File: config.mk
export PLATFORM = sky130hd
export DESIGN_NAME = keyboard_report_key_event_detector_flat
export DESIGN_NICKNAME = d
export VERILOG_FILES = /design/src/hw/rtl/kbdev_pkg.sv /design/src/hw/rtl/kbdev_if.sv /design/src/hw/rtl/kbdev_lane.sv /design/src/hw/rtl/kbdev_merge.sv /design/src/hw/rtl/kbdev_drain.sv /design/src/hw/rtl/keyboard_report_key_event_detector.sv /design/src/flat_wrapper.sv
export SDC_FILE = /design/constraint.sdc
export NUM_CORES = 1
export LEC_CHECK = 0
export BUFFER_PORTS_ARGS = -buffer_cell sky130_fd_sc_hd__buf_2
export CAP_MARGIN = 0
export CORE_MARGIN = 2
export CORE_UTILIZATION = 42
export DETAILED_ROUTE_END_ITERATION = 12
export PLACE_DENSITY = 0.69
export SLEW_MARGIN = 5
export SYNTH_ARGS = -nofsm -noshare
export SYNTH_HDL_FRONTEND = slang
export SYNTH_HIERARCHICAL = 1
export SYNTH_SLANG_ARGS = --single-unit
File: constraint.sdc
create_clock -name clk_i -period 7.4 [get_ports clk_i]
set_clock_uncertainty 0.05 [all_clocks]
set_input_delay 1.11 -clock clk_i [delete_from_list [all_inputs] [get_ports clk_i]]
set_output_delay 1.11 -clock clk_i [all_outputs]
set_load 0.02 [all_outputs]
File: src/hw/rtl/kbdev_pkg.sv
// ----------------------------------------------------------------------------
// kbdev_pkg: shared types and constants of the report key event detector
// Slot count, lock key usage codes, LED bit positions and the result batch.
// ----------------------------------------------------------------------------
package kbdev_pkg;

  // Number of key slots that are examined (1 to 6)
  localparam int KEY_SLOTS  = 6;
  // Key slots carried on the report channel
  localparam int MAX_SLOTS  = 6;
  // Result positions per report: one per slot plus the LED update
  localparam int RES_SLOTS  = KEY_SLOTS + 1;
  localparam int LED_RES    = KEY_SLOTS;

  // Lock key usage codes
  localparam logic [7:0] CODE_NONE   = 8'h00;
  localparam logic [7:0] CODE_CAPS   = 8'h39;
  localparam logic [7:0] CODE_SCROLL = 8'h47;
  localparam logic [7:0] CODE_NUM    = 8'h53;

  // LED byte bit positions
  localparam int LED_NUM_BIT    = 0;
  localparam int LED_CAPS_BIT   = 1;
  localparam int LED_SCROLL_BIT = 2;

  // LED byte after reset: num lock lit
  localparam logic [2:0] LED_RESET = 3'b001;

  // Result kinds
  localparam logic KIND_KEY = 1'b0;
  localparam logic KIND_LED = 1'b1;

  // What one lane found for its slot
  typedef struct packed {
    logic       is_key;   // new press of a non-lock key
    logic [2:0] toggle;   // LED bits flipped by a new lock key press
  } kbdev_lane_t;

  // All results of one report, drained lowest position first
  typedef struct packed {
    logic [RES_SLOTS-1:0]       mask;
    logic [KEY_SLOTS-1:0][7:0]  codes;
    logic [KEY_SLOTS-1:0][2:0]  leds;
    logic [2:0]                 led_final;
    logic [7:0]                 mods;
  } kbdev_batch_t;

endpackage

File: src/hw/rtl/kbdev_if.sv
// ----------------------------------------------------------------------------
// kbdev_if: report and event channels of the key event detector
// Valid/ready channels; an item moves when valid and ready are both high.
// ----------------------------------------------------------------------------

// Boot keyboard report channel
interface kbdev_in_if;
  logic       valid;
  logic       ready;
  logic [7:0] modifier_bits;
  logic [7:0] slot_zero;
  logic [7:0] slot_one;
  logic [7:0] slot_two;
  logic [7:0] slot_three;
  logic [7:0] slot_four;
  logic [7:0] slot_five;

  modport source (
    output valid, modifier_bits, slot_zero, slot_one, slot_two,
           slot_three, slot_four, slot_five,
    input  ready
  );
  modport sink (
    input  valid, modifier_bits, slot_zero, slot_one, slot_two,
           slot_three, slot_four, slot_five,
    output ready
  );
  modport monitor (
    input valid, ready, modifier_bits, slot_zero, slot_one, slot_two,
          slot_three, slot_four, slot_five
  );
endinterface

// Key event / LED update channel
interface kbdev_out_if;
  logic       valid;
  logic       ready;
  logic       event_kind;
  logic [7:0] pressed_code;
  logic [7:0] modifier_out;
  logic [2:0] led_bits;
  logic       last_of_run;

  modport source (
    output valid, event_kind, pressed_code, modifier_out, led_bits, last_of_run,
    input  ready
  );
  modport sink (
    input  valid, event_kind, pressed_code, modifier_out, led_bits, last_of_run,
    output ready
  );
  modport monitor (
    input valid, ready, event_kind, pressed_code, modifier_out, led_bits,
          last_of_run
  );
endinterface

File: src/hw/rtl/kbdev_lane.sv
// ----------------------------------------------------------------------------
// kbdev_lane: judges one key slot against the previous report
// Flags a new non-lock press, or the LED bit a new lock key press flips.
// ----------------------------------------------------------------------------
module kbdev_lane import kbdev_pkg::*; (
  input  logic [7:0]                code_i,
  input  logic [KEY_SLOTS-1:0][7:0] prev_i,
  output kbdev_lane_t               res_o
);

  logic seen;
  logic is_new;

  // Match against every slot of the previous report
  always_comb begin
    seen = 1'b0;
    for (int k = 0; k < KEY_SLOTS; k++) begin
      if (prev_i[k] == code_i) begin
        seen = 1'b1;
      end
    end
  end

  assign is_new = (code_i != CODE_NONE) && !seen;

  // Classify the new press
  always_comb begin
    res_o = '0;
    if (is_new) begin
      case (code_i)
        CODE_CAPS:   res_o.toggle[LED_CAPS_BIT]   = 1'b1;
        CODE_SCROLL: res_o.toggle[LED_SCROLL_BIT] = 1'b1;
        CODE_NUM:    res_o.toggle[LED_NUM_BIT]    = 1'b1;
        default:     res_o.is_key                 = 1'b1;
      endcase
    end
  end

endmodule

File: src/hw/rtl/kbdev_merge.sv
// ----------------------------------------------------------------------------
// kbdev_merge: combines the lane findings into one result batch
// Running XOR of lock toggles gives the LED byte seen by each key press.
// ----------------------------------------------------------------------------
module kbdev_merge import kbdev_pkg::*; (
  input  kbdev_lane_t [KEY_SLOTS-1:0]      lane_i,
  input  logic        [KEY_SLOTS-1:0][7:0] codes_i,
  input  logic        [7:0]                mods_i,
  input  logic        [2:0]                led_i,
  input  logic        [2:0]                led_sent_i,
  output kbdev_batch_t                     batch_o,
  output logic        [2:0]                led_next_o
);

  logic [KEY_SLOTS:0][2:0] led_run;

  // LED byte after each slot
  always_comb begin
    led_run[0] = led_i;
    for (int k = 0; k < KEY_SLOTS; k++) begin
      led_run[k+1] = led_run[k] ^ lane_i[k].toggle;
    end
  end

  assign led_next_o = led_run[KEY_SLOTS];

  // Build the batch
  always_comb begin
    batch_o           = '0;
    batch_o.codes     = codes_i;
    batch_o.mods      = mods_i;
    batch_o.led_final = led_run[KEY_SLOTS];
    for (int k = 0; k < KEY_SLOTS; k++) begin
      batch_o.mask[k] = lane_i[k].is_key;
      batch_o.leds[k] = led_run[k+1];
    end
    batch_o.mask[LED_RES] = (led_run[KEY_SLOTS] != led_sent_i);
  end

endmodule

File: src/hw/rtl/kbdev_drain.sv
// ----------------------------------------------------------------------------
// kbdev_drain: holds result batches, hands out one result per cycle if ready
// A waiting batch register in front of the batch being drained.
// ----------------------------------------------------------------------------
module kbdev_drain import kbdev_pkg::*; (
  input  logic                clk_i,
  input  logic                rst_ni,
  input  kbdev_batch_t        batch_i,
  input  logic                push_i,
  output logic                full_o,
  kbdev_out_if.source         event_o
);

  kbdev_batch_t         wait_q, wait_d;
  logic                 wait_vld_q, wait_vld_d;
  kbdev_batch_t         drn_q, drn_d;
  logic [RES_SLOTS-1:0] pick;
  logic [RES_SLOTS-1:0] rest;
  logic                 take;
  logic                 drn_free;
  logic [7:0]           code_sel;
  logic [2:0]           led_sel;

  // Lowest pending result position
  always_comb begin
    pick = '0;
    for (int k = RES_SLOTS - 1; k >= 0; k--) begin
      if (drn_q.mask[k]) begin
        pick    = '0;
        pick[k] = 1'b1;
      end
    end
  end

  assign rest = drn_q.mask & ~pick;

  // Result payload select
  always_comb begin
    code_sel = CODE_NONE;
    led_sel  = pick[LED_RES] ? drn_q.led_final : 3'b000;
    for (int k = 0; k < KEY_SLOTS; k++) begin
      if (pick[k]) begin
        code_sel = code_sel | drn_q.codes[k];
        led_sel  = led_sel  | drn_q.leds[k];
      end
    end
  end

  assign event_o.valid        = |drn_q.mask;
  assign event_o.event_kind   = pick[LED_RES] ? KIND_LED : KIND_KEY;
  assign event_o.pressed_code = code_sel;
  assign event_o.modifier_out = drn_q.mods;
  assign event_o.led_bits     = led_sel;
  assign event_o.last_of_run  = (rest == '0);

  assign take     = event_o.valid && event_o.ready;
  assign drn_free = !event_o.valid || (take && event_o.last_of_run);
  // Waiting slot frees this cycle when its batch moves to the drain
  assign full_o   = wait_vld_q && !drn_free;

  // Batch movement
  always_comb begin
    wait_d     = wait_q;
    wait_vld_d = wait_vld_q;
    drn_d      = drn_q;
    if (take) begin
      drn_d.mask = rest;
    end
    if (drn_free && wait_vld_q) begin
      drn_d      = wait_q;
      wait_vld_d = 1'b0;
    end
    if (push_i) begin
      wait_d     = batch_i;
      wait_vld_d = 1'b1;
    end
  end

  // Batch registers
  always_ff @(posedge clk_i or negedge rst_ni) begin
    if (!rst_ni) begin
      wait_vld_q <= 1'b0;
      wait_q     <= '0;
      drn_q      <= '0;
    end else begin
      wait_vld_q <= wait_vld_d;
      wait_q     <= wait_d;
      drn_q      <= drn_d;
    end
  end

endmodule

File: src/hw/rtl/keyboard_report_key_event_detector.sv
// ----------------------------------------------------------------------------
// keyboard_report_key_event_detector: boot keyboard report to key events
// Finds new key presses, toggles the lock LEDs and reports LED changes.
// ----------------------------------------------------------------------------
// The first result of a report goes through the waiting batch register into
// the drain stage register, moving on once the drain stage is free.
// Throughput: one result per cycle from the drain stage while the event sink
// is ready; a report producing no results never enters the drain stage.
// A report is taken whenever the waiting batch register is empty or hands its
// batch to the drain stage in the same cycle.
// Reset: previous slots clear, LED byte and last sent LED byte = num lit.
// ----------------------------------------------------------------------------
module keyboard_report_key_event_detector import kbdev_pkg::*; (
  input  logic        clk_i,
  input  logic        rst_ni,
  kbdev_in_if.sink    report_i,
  kbdev_out_if.source event_o
);

  logic        [MAX_SLOTS-1:0][7:0] slots;
  logic        [KEY_SLOTS-1:0][7:0] prev_q;
  logic        [2:0]                led_q;
  logic        [2:0]                led_sent_q;
  kbdev_lane_t [KEY_SLOTS-1:0]      lane;
  kbdev_batch_t                     batch;
  logic        [2:0]                led_next;
  logic                             full;
  logic                             accept;

  assign slots[0] = report_i.slot_zero;
  assign slots[1] = report_i.slot_one;
  assign slots[2] = report_i.slot_two;
  assign slots[3] = report_i.slot_three;
  assign slots[4] = report_i.slot_four;
  assign slots[5] = report_i.slot_five;

  assign report_i.ready = !full;
  assign accept         = report_i.valid && !full;

  // One lane per examined slot
  for (genvar g = 0; g < KEY_SLOTS; g++) begin : g_lane
    kbdev_lane u_lane (
      .code_i (slots[g]),
      .prev_i (prev_q),
      .res_o  (lane[g])
    );
  end

  kbdev_merge u_merge (
    .lane_i     (lane),
    .codes_i    (slots[KEY_SLOTS-1:0]),
    .mods_i     (report_i.modifier_bits),
    .led_i      (led_q),
    .led_sent_i (led_sent_q),
    .batch_o    (batch),
    .led_next_o (led_next)
  );

  kbdev_drain u_drain (
    .clk_i   (clk_i),
    .rst_ni  (rst_ni),
    .batch_i (batch),
    .push_i  (accept && (batch.mask != '0)),
    .full_o  (full),
    .event_o (event_o)
  );

  // Report history and LED state
  always_ff @(posedge clk_i or negedge rst_ni) begin
    if (!rst_ni) begin
      prev_q     <= '0;
      led_q      <= LED_RESET;
      led_sent_q <= LED_RESET;
    end else if (accept) begin
      prev_q     <= slots[KEY_SLOTS-1:0];
      led_q      <= led_next;
      led_sent_q <= led_next;
    end
  end

endmodule

File: src/flat_wrapper.sv
// flat-port wrapper written by rule: the top's interface ports become plain ports
module keyboard_report_key_event_detector_flat import kbdev_pkg::*;
  (clk_i, rst_ni, report_i_valid, report_i_modifier_bits, report_i_slot_zero, report_i_slot_one, report_i_slot_two, report_i_slot_three, report_i_slot_four, report_i_slot_five, report_i_ready, event_o_valid, event_o_event_kind, event_o_pressed_code, event_o_modifier_out, event_o_led_bits, event_o_last_of_run, event_o_ready);
  kbdev_in_if report_i_i ();
  kbdev_out_if event_o_i ();
  input  logic clk_i;
  input  logic rst_ni;
  input wire logic [$bits(report_i_i.valid)-1:0] report_i_valid;
  input wire logic [$bits(report_i_i.modifier_bits)-1:0] report_i_modifier_bits;
  input wire logic [$bits(report_i_i.slot_zero)-1:0] report_i_slot_zero;
  input wire logic [$bits(report_i_i.slot_one)-1:0] report_i_slot_one;
  input wire logic [$bits(report_i_i.slot_two)-1:0] report_i_slot_two;
  input wire logic [$bits(report_i_i.slot_three)-1:0] report_i_slot_three;
  input wire logic [$bits(report_i_i.slot_four)-1:0] report_i_slot_four;
  input wire logic [$bits(report_i_i.slot_five)-1:0] report_i_slot_five;
  output wire logic [$bits(report_i_i.ready)-1:0] report_i_ready;
  output wire logic [$bits(event_o_i.valid)-1:0] event_o_valid;
  output wire logic [$bits(event_o_i.event_kind)-1:0] event_o_event_kind;
  output wire logic [$bits(event_o_i.pressed_code)-1:0] event_o_pressed_code;
  output wire logic [$bits(event_o_i.modifier_out)-1:0] event_o_modifier_out;
  output wire logic [$bits(event_o_i.led_bits)-1:0] event_o_led_bits;
  output wire logic [$bits(event_o_i.last_of_run)-1:0] event_o_last_of_run;
  input wire logic [$bits(event_o_i.ready)-1:0] event_o_ready;
  assign report_i_i.valid = report_i_valid;
  assign report_i_i.modifier_bits = report_i_modifier_bits;
  assign report_i_i.slot_zero = report_i_slot_zero;
  assign report_i_i.slot_one = report_i_slot_one;
  assign report_i_i.slot_two = report_i_slot_two;
  assign report_i_i.slot_three = report_i_slot_three;
  assign report_i_i.slot_four = report_i_slot_four;
  assign report_i_i.slot_five = report_i_slot_five;
  assign report_i_ready = report_i_i.ready;
  assign event_o_valid = event_o_i.valid;
  assign event_o_event_kind = event_o_i.event_kind;
  assign event_o_pressed_code = event_o_i.pressed_code;
  assign event_o_modifier_out = event_o_i.modifier_out;
  assign event_o_led_bits = event_o_i.led_bits;
  assign event_o_last_of_run = event_o_i.last_of_run;
  assign event_o_i.ready = event_o_ready;
  keyboard_report_key_event_detector u_core (.clk_i(clk_i), .rst_ni(rst_ni), .report_i(report_i_i), .event_o(event_o_i));
endmodule
==> After elaboration in Yosys (flattened, before gate mapping) <==
Index checks and enable logic that the tools add are counted.
{ "word_totals": {"reg_bits": 214, "input_bits": 60, "out_inout_bits": 23} }
{ "classes": {"eq_ne": 55, "mux": 91, "bitwise_logic": 19, "n_reduce_logical": 39} }
{ "op_table": {"columns": ["op", "count"], "rows": [
  ["equality test 8 bit", 36],
  ["equality test 8 x 7 -> 1 bit (second input constant)", 12],
  ["2-to-1 mux 84 bit", 1],
  ["2-to-1 mux 1 bit", 63],
  ["2-to-1 mux 7 bit", 8],
  ["equality test 8 x 6 -> 1 bit (second input constant)", 6],
  ["2-to-1 mux 8 bit", 6],
  ["nonzero test 8 bit", 6],
  ["OR 8 bit", 5],
  ["2-to-1 mux 4 bit", 6],
  ["2-to-1 mux 3 bit", 7],
  ["OR 3 bit", 6],
  ["OR reduction 3 bit", 6],
  ["XOR 3 bit", 6],
  ["logical AND 1 bit", 12],
  ["zero test 1 bit", 9],
  ["AND 7 bit", 1],
  ["zero test 7 bit", 1],
  ["NOT 7 bit", 1],
  ["nonzero test 7 bit", 1],
  ["OR reduction 7 bit", 1],
  ["nonzero test 2 bit", 2],
  ["inequality test 3 bit", 1],
  ["logical OR 1 bit", 1]
]} }

==> Depth between registers and ports, before layout <==
Gate-level depths: netlist of the first run.
{ "depth": {"ltp_word": 20, "mapped_depth": 15, "ltp_nobuf": 12} }

==> By module <==
Netlist of the first run, hierarchy kept.
{ "by_module_without_submodules": {"columns": ["module", "instances", "cells_each", "area_per_inst_um2", "seq_area_each_um2"], "rows": [
  ["kbdev_drain", 1, 466, 7267.0, 4229.1],
  ["kbdev_lane", 6, 92, 718.2, 0.0],
  ["keyboard_report_key_event_detector", 1, 113, 2178.3, 1277.5],
  ["kbdev_merge", 1, 96, 870.8, 0.0]
]} }

==> Worst setup path before layout of the first run <==
Ideal clock, no wire load.
{ "synth_timing": {"path_kind": "input -> register", "from": "in report_i_slot_zero[6]", "to": "reg u_core/u_drain/wait_q[0] (netlist bit)", "setup_time_ns": 0.125, "arrival_time_ns": 4.640, "t_required_ns": 7.225, "setup_slack_ns": 2.585, "path_stages": 15, "cell_sequence": "buf_6 -> xor2_1 -> nor4_1 -> nand2_1 -> nand4_2 -> nor4_1 -> xor3_2 -> xnor3_2 -> xor3_1 -> or3_1 -> nor4_1 -> a21boi_0 -> clkbuf_1 -> clkbuf_1 -> mux2_2"} }
{ "synth_lines": {"columns": ["item", "line_no", "source"], "rows": [
  ["from (decl)", "flat_wrapper.sv:10", "input wire logic [$bits(report_i_i.slot_zero)-1:0] report_i_slot_zero;"],
  ["to (signal assigned)", "kbdev_drain.sv:87", "wait_q <= wait_d;"],
  ["to (decl)", "kbdev_drain.sv:14", "kbdev_batch_t wait_q, wait_d;"]
]} }

==> results of run 1 <==
[routing by layer]
| metal | vias up | share of wire [%] | track usage (%) |
|---|---|---|---|
| li1 | 4130 | - | - |
| met1 | 4693 | 45 | 28.7 |
| met2 | 313 | 46 | 33.9 |
| met3 | 95 | 5.3 | 3.48 |
| met4 | 0 | 4.1 | 8.50 |
| met5 | - | 0 | 0 |
[flip-flops by register name, summed over array words and instances, names as in the netlist]
signal and count:
u_core/led_q 3, u_core/prev_q 48, u_core/u_drain/drn_q 76, u_core/u_drain/event_o.modifier_out 8
u_core/u_drain/wait_q 84, u_core/u_drain/wait_vld_q 1
[area by class of cell]
class,instances,area share [%]
Multi-Input combinational cell,838,50.8
Sequential cell,220,36.6
Clock buffer,38,4.88
Tap cell,455,3.78
Timing Repair Buffer,91,3.24
Clock inverter,6,0.573
Inverter,7,0.174
[metrics by stage]
stage          instance area [µm²]  util (%)  total power [µW]
4_1_cts                      15100      43.7              6660
5_1_grt                      15100      43.7              7030
2_1_floorplan                14600         -              4850
3_3_place_gp                 14200      41.3              5280
3_5_place_dp                 14200      41.3              5400
6_report                     15100      43.7              6650
[final timing paths]
check                                                      start                               endpoint  slack [ns]  depth (start not counted)
max                                        report_i_slot_zero[6]  u_core/u_drain/wait_q[50]$_DFFE_PN0P_        2.17                         14
min                        u_core/u_drain/wait_q[79]$_DFFE_PN0P_   u_core/u_drain/drn_q[79]$_DFFE_PN0P_        0.44                          1
max reg2reg                        u_core/prev_q[17]$_DFFE_PN0P_  u_core/u_drain/wait_q[50]$_DFFE_PN0P_        2.45                         13
min reg2reg                u_core/u_drain/wait_q[79]$_DFFE_PN0P_   u_core/u_drain/drn_q[79]$_DFFE_PN0P_        0.44                          1
max in group asynchronous                                 rst_ni   u_core/u_drain/drn_q[13]$_DFFE_PN0P_        5.28                          2
min in group asynchronous                                 rst_ni  u_core/u_drain/wait_q[76]$_DFFE_PN0P_        0.54                          1
[cells in the final DEF (no fill, tap or decap), drive strengths merged, types with 2 or more instances in the layout]
master    n
a21o      3
a221o     3
a222oi   11
a22o      6
a22oi     9
and2      2
and3      4
and4      7
and4b     6
buf      91
bufinv    2
clkbuf   38
clkinv    3
dfrtp   219
inv       7
mux2    212
nand2    57
nand3    19
nand4    30
nor2     14
nor2b    14
nor3     14
nor3b     2
nor4     74
o211ai    8
o21ai    18
or3       2
xnor2   102
xnor3     5
xor2    201
xor3      4
[cells by family (layout without fill, tap and decap cells)]
group                      after synthesis  in the layout  share of synthesized area, %
AOI/OAI and AO/OA                       66             66                          3.37
xor gates and xnor gates               312            312                          19.6
adders and majority gates                1              1                        0.0684
buffers and inverters                  169            142                          10.3
DFF                                    220            220                          37.7
muxes                                  212            212                          19.2
and+or+nand+nor                        247            247                          9.75
[power breakdown]
| part | internal (µW) | switching, µW |
|---|---|---|
| combinational | 1610 | 1230 |
| sequential | 1790 | 772 |
| clock | 750 | 492 |
| total | 4160 | 2490 |
==> metrics list, run 1 <==
- Cell with the most instances after synthesis: dfrtp_1
- In this run, post-CTS repair resized a total of 0 instances.
- During synthesis, Yosys emitted a total of 6 warnings.
* Count of nets after finishing: 1,243
* Count of buffers inserted at the top-level ports: 82
- The top cell type by area accounts for 37.5% of the synthesized area.
- The number of hold violations in the final report is 0.
- Once placement completed, the tool counted placed cells totaling 1,611.
- Vias: ~9,200
* Sequential cell area: 0.00551 mm²
* Data required time of the critical path: between 7 and 8 ns
- Of all cell types, the one taking the most synthesized area is dfrtp_1.
- After the first detailed-routing iteration, the DRC count stood at approximately 900.
* Fraction of layout cells with a size suffix above 1: 29.6%
- After detailed routing, the total wire length is 38,300 µm.
* CP arrival: 5.59 ns
- Crit path top cell by count: nor4_1
- Setup violations remaining at the end of the flow were counted as 0.
- CTS HTree Levels: 1
- Dominant delay contributor by cell family on the critical path: XOR/XNOR gates
- # IOs: 83
- Final std cells w/o fill: 1,655
- In the post-route analysis, the smallest setup slack over all paths is 2.17 ns.
- Width of the die: 191 µm
- Biggest cell delay along the critical path: 0.72 ns
- Clock-pin slew was measured on the worst setup and hold paths at 0.06 ns.
- Time the worst path needs with I/O delays and setup: between 5 and 6 ns
- The multi-input combinational cells in the finished layout cover a total of approximately 0.0076 mm².
* Part of the cycle the worst path needs: 70.7%
* Post-route ant nets: 0
* Post-cts hold buffer count: 0
- Syn-to-layout area delta: 2.96%
- Power per cell area: ~440 mW/mm²
* Netlist area before placement: 0.0146 mm²
- Across the VDD grid, the largest voltage drop is 0.000289 V.
- Yosys mapped a number of flops with a built-in enable equal to 0.
- Total die area: 0.0363 mm²
* Number of global-route vias before repair: approximately 9,500
- Cell with the largest stage delay on the worst path: a21boi_4
- The first detailed-routing pass took 8 iterations.
- Static leakage: 0.00643 µW
- First-pass GRT wire length: 58,700 µm
- In this run the worst hold path is classified as flop to flop.
* Grt total ovfl: 0
- Counting instances in the post-synthesis netlist gives the leading cell types as 219 x dfrtp_1, 201 x xor2_1, 113 x mux2_4.
- Detail-routed net length per standard cell: ~23 µm
- The worst setup path is captured at a flop.
- Maximum number of pins on one net before global-route repair: 89
- The flow ran to the end, and the final reports show no timing, DRC or antenna violations.
- TritonCTS buffer count: 25
- At the end of routability-driven placement, the weighted congestion stood at 0.974.
- After detailed routing, the number of remaining DRC violations is 0.
- The critical path contains buffers and inverters numbering 2 combined.
- Sequential fraction of the synthesis area: 37.7%
- Buffer type at the clock tree root: clkbuf_16
* TritonCTS clock tree: built
* Synth Instances: 1,227
- Cell types with the largest area share after synthesis: dfrtp_1 37%, xor2_1 12%, mux2_4 12%
- Row count: 68
- Total negative slack for setup checks: 0 ns
* Initial antenna violation count: 1
- Max-capacitance violation count: 0
* WS Path Type: primary input to flop
- Fraction of registers with async set/reset: 100%
- Final hold analysis gives a worst-case slack of around 0.44 ns.
- Among all flip-flop cells after synthesis, the most frequent one is dfrtp_1.
* Achievable frequency: 191 MHz
- The region available for standard cell placement spans between 0.03 and 0.04 mm².
- Unrepaired setup endpoints after global routing: false
- Maximum clock insertion buffer count: 3
* Initial core utilization: 42.4%
- Worst Setup Start Kind: primary input
- Counting flops and latches in the post-synthesis netlist gives 220.
- Summed over all nets, the half-perimeter wirelength after detailed placement is 26,400 µm.
* Pre-CTS WS: roughly 1.6 ns
* Final slew viol count: 0
* Via density per instance: approximately 5.6
* Post-Syn Nets: between 1,000 and 1,500
- For the pin with the worst max-slew slack, the measured transition is 1.08 ns.
- 0 antenna diodes ended up in the layout.
* Number of library cell types mapped by synthesis: 53
* Clock Sink Count: 220
- Highest net fanout along the worst path: 29
* Source-to-sink clock delay at the later pin of the worst-skew pair: approximately 0.53 ns
- Number of filler cells placed in the layout: ~3,200
* Post-CTS setup repair buffer count: 0
- Critical Path, Cell by Cell: buf_2 -> xor2_1 -> nor4_1 -> nand2_1 -> nand4_2 -> nor4_1 -> xor3_2 -> xnor3_2 -> xor3_1 -> or3_1 -> nor4_1 -> a21boi_4 -> buf_4 -> mux2_2
- Global-route usage over all layers: 21.2%
- Max_slew headroom: 27.6%
- Die span in y: 191 µm
- After synthesis, the mean cell area works out to 11.9 µm².
(Power assumes the default switching activity.)
==> inputs of run 2 (changes only) <==
- clock period: 7.4 -> 5.5 ns (I/O delays scaled with it)
==> metrics list, run 2 (synthesis gave the netlist of run 1 again) <==
- The total vias in the final route was 9,228 (-0.032%).
- The sequential cell area came to 0.00551 mm² (unchanged).
- Run status: completed
- The number of cell rows was 68 (unchanged).
- The max capacitance violation total came to 0 (unchanged).
* Worst Setup Start Kind: primary input
* Total of endpoints with negative setup slack in the final report: 0 (unchanged)
- The endpoint identified for the worst register-to-register timing path is u_core/u_drain/wait_q[45]$_DFFE_PN0P_.
* Pre-CTS WS: 0.359 ns (-1.26 ns)
- Critical Path, Cell by Cell: buf_2 -> xor2_1 -> nor4_1 -> nand2_1 -> nand4_2 -> nor4_1 -> xor3_2 -> xnor3_2 -> xor3_1 -> or3_1 -> nor4_1 -> a21boi_4 -> buf_12 -> mux2_2
- Drt pass-1 iters: 7 (-1)
- Part of the cycle the worst path needs: 84.5%
- The final-report max-slew violation count is 0 (unchanged).
* Total negative slack for setup checks: 0 ns (unchanged)
* Total die area: 0.0363 mm² (unchanged)
- The final RePlAce weighted congestion is 0.934 (-4.2%).
- Die span in y: 191 µm (unchanged)
- The library cell used most frequently in the layout, excluding fill and tap cells, is dfrtp_1.
- The post-route total power came to 8790 µW (+32%).
- The global routing usage on met2 was 33.3% (-0.53 points).
* Time the worst path needs with I/O delays and setup: 4.65 ns
* Detailed placement HPWL: 25,700 µm (-2.4%)
- The routed wire length per instance is 23.0 µm (-0.76%).
- The post-detailed-routing wire length is 38,000 µm (-0.94%).
* Width of the die: 191 µm (unchanged)
- Post-route core utilization: 43.5% (-0.16 points)
- Number of cells in the design after placement: 1,609 (-0.12%)
- Buffers & Inverters on Critical Path: 2 (unchanged)
- Met1 track demand over resource in global routing: 28.9% (+0.16 points)
- Buffer type at the clock tree root: clkbuf_16
* Fraction of layout cells with a size suffix above 1: 29.4% (-0.18 points)
- Final std cells w/o fill: 1,652 (-0.18%)
- The total setup buffers inserted after CTS was 0 (unchanged).
- TritonCTS clock tree: built
- Biggest cell delay along the critical path: 0.59 ns (-0.13 ns)
- Maximum number of pins on one net before global-route repair: 130 (+46%)
- The critical path is of the primary input to flop type.
* Gr busiest metal: met2
* Post-route ant nets: 0 (unchanged)
- The kind of cell with the highest combined delay along the critical path is simple AND/OR/NAND/NOR gates.
- Placeable core region: 0.0345 mm² (unchanged)
* TritonCTS buffer count: 24 (-4.0%)
- The largest registers in the layout are u_core/u_drain/wait_q: 84 flops, u_core/u_drain/drn_q: 76 flops, u_core/prev_q: 48 flops.
- CP arrival: 5.01 ns (-0.58 ns)
- Sort of element at the end of the critical path: flop
- Number of filler cells placed in the layout: 3,212 (+0.47%)
- Source-to-sink clock delay at the later pin of the worst-skew pair: 0.53 ns (about the same)
- The remaining max-slew budget at the tightest pin was 25.1% (-2.5 points).
- Count of nets after finishing: 1,240 (-0.24%)
- Setup repair after global routing left no endpoint under its margin.
* Cts repair resizes: 0 (unchanged)
* Clock-pin transition on the worst setup and hold timing paths: 0.06 ns (about the same)
* Final worst-path setup slack: 0.853 ns (-1.31 ns)
- Crit path top cell by count: nor4_1
- Grt total ovfl: 0 (unchanged)
- Worst Reg-to-Reg Cells: 13 (unchanged)
- Static timing analysis puts the maximum clock frequency at ~220 MHz.
* Static leakage: 0.00640 µW (-0.43%)
- The maximum level of the CTS H-tree is 1 (unchanged).
- The number of flip-flops under the largest register name was 84 (unchanged).
- The starting DRC count in detailed routing is 659 (-27%).
- The starting utilization of the core area was 42.4% (unchanged).
- Highest net fanout along the worst path: 85 (+190%)
- Number of global-route vias before repair: 9,118 (-3.7%)
* Maximum clock insertion buffer count: 3 (unchanged)
* Worst reg2reg setup slack: 0.88 ns (-1.57 ns)
- Syn-to-layout area delta: 2.58%
* Transition at the pin with the smallest max-transition slack: 1.12 ns (+0.0374 ns)
* First-pass GRT wire length: 57,800 µm (-1.5%)
- DRC violation count after routing: 0 (unchanged)
* Worst vdd rail ir drop: 0.000348 V (+20%)
- The global routing usage summed across all routing layers was 21.0% (-0.24 points).
- The library cells used most frequently in the layout, excluding fill and tap cells, are 219 x dfrtp_1, 201 x xor2_1, 113 x mux2_4.
- Tightest Hold Check Type: primary input to async pin
- Counting flops per register, the top entry is u_core/u_drain/wait_q.
* Multi-input gate area: 0.00765 mm² (unchanged)
* # IOs: 83 (unchanged)
* Count of buffers inserted at the top-level ports: 82 (unchanged)
- The data required time of the critical path was 5.86 ns (-1.90 ns).
- The met3 track utilization from global routing came to 3.61% (+0.13 points).
- Cell with the largest stage delay on the worst path: xor3_2
- Clock Sink Count: 220 (unchanged)
- Initial antenna violation count: 0 (-1)
* Via density per instance: 5.59 (+0.15%)
* Number of endpoints with negative hold slack in the final report: 0 (unchanged)
- The total power divided by cell area came to 586 mW/mm² (+33%).
- The diode insertion count for antenna repair was 0 (unchanged).
- Post-cts hold buffer count: 0 (unchanged)
- Startpoint of the lowest-slack register-to-register path: u_core/prev_q[15]$_DFFE_PN0P_
==> run 2: cell count changes in the layout (fill, tap and decap cells not counted), sizes merged <==
cell      change
clkinv        +5
clkbuf        -6
inv           +2
clkinvlp      -1
bufinv        -1
buf           -2
==> run 2: final cells by class <==
cell class / count / area share, %
Sequential cell: 220 / 36.7
Multi-Input combinational cell: 838 / 51.0
Clock inverter: 11 / 0.609
Tap cell: 455 / 3.79
Timing Repair Buffer: 89 / 3.40
Inverter: 7 / 0.175
Clock buffer: 32 / 4.34
==> run 2: per-layer routing <==
layer  wire [µm]  up-vias
met5           0        -
li1            -     4118
met1       16900     4699
met2       17400      320
met3        2300       91
met4        1350        0
==> run 2: metrics by stage <==
stage / hold WS, ns / instance area (µm²)
CTS: 0.314 / 15000
global route: 0.317 / 15000
global placement: 0.425 / 14300
finish: 0.279 / 15000
detailed placement: 0.435 / 14300
floorplan: 0.409 / 14600
==> run 2: worst reg2reg max path: cells and delay by family, from the launching register on <==
family | cells | cell delay, ns
DFF | 1 | 0.60
and+or+nand+nor | 6 | 1.71
AOI/OAI and AO/OA | 1 | 0.11
muxes | 1 | 0.38
buffers and inverters | 1 | 0.28
xor gates and xnor gates | 4 | 1.40
==> run 2: power by group <==
group / switching [µW] / internal (µW)
Sequential: 1010 / 2410
Combinational: 1640 / 2170
Clock: 673 / 884
==> run 2: worst max-delay path by stage <==
stage	from	end	slack (ns)	cells past startpoint
final	report_i_slot_zero[1]	u_core/u_drain/wait_q[45]$_DFFE_PN0P_	0.85	14
after global routing	u_core/prev_q[17]$_DFFE_PN0P_	u_core/u_drain/wait_q[76]$_DFFE_PN0P_	0.64	13
after CTS	report_i_slot_zero[1]	u_core/u_drain/wait_q[11]$_DFFE_PN0P_	0.90	14
after detailed placement	report_i_slot_zero[1]	u_core/u_drain/wait_q[58]$_DFFE_PN0P_	0.36	14
after global placement	report_i_slot_zero[6]	u_core/u_drain/wait_q[69]$_DFFE_PN0P_	0.46	14
after floorplan	report_i_slot_zero[6]	u_core/u_drain/wait_q[0]$_DFFE_PN0P_	0.97	15
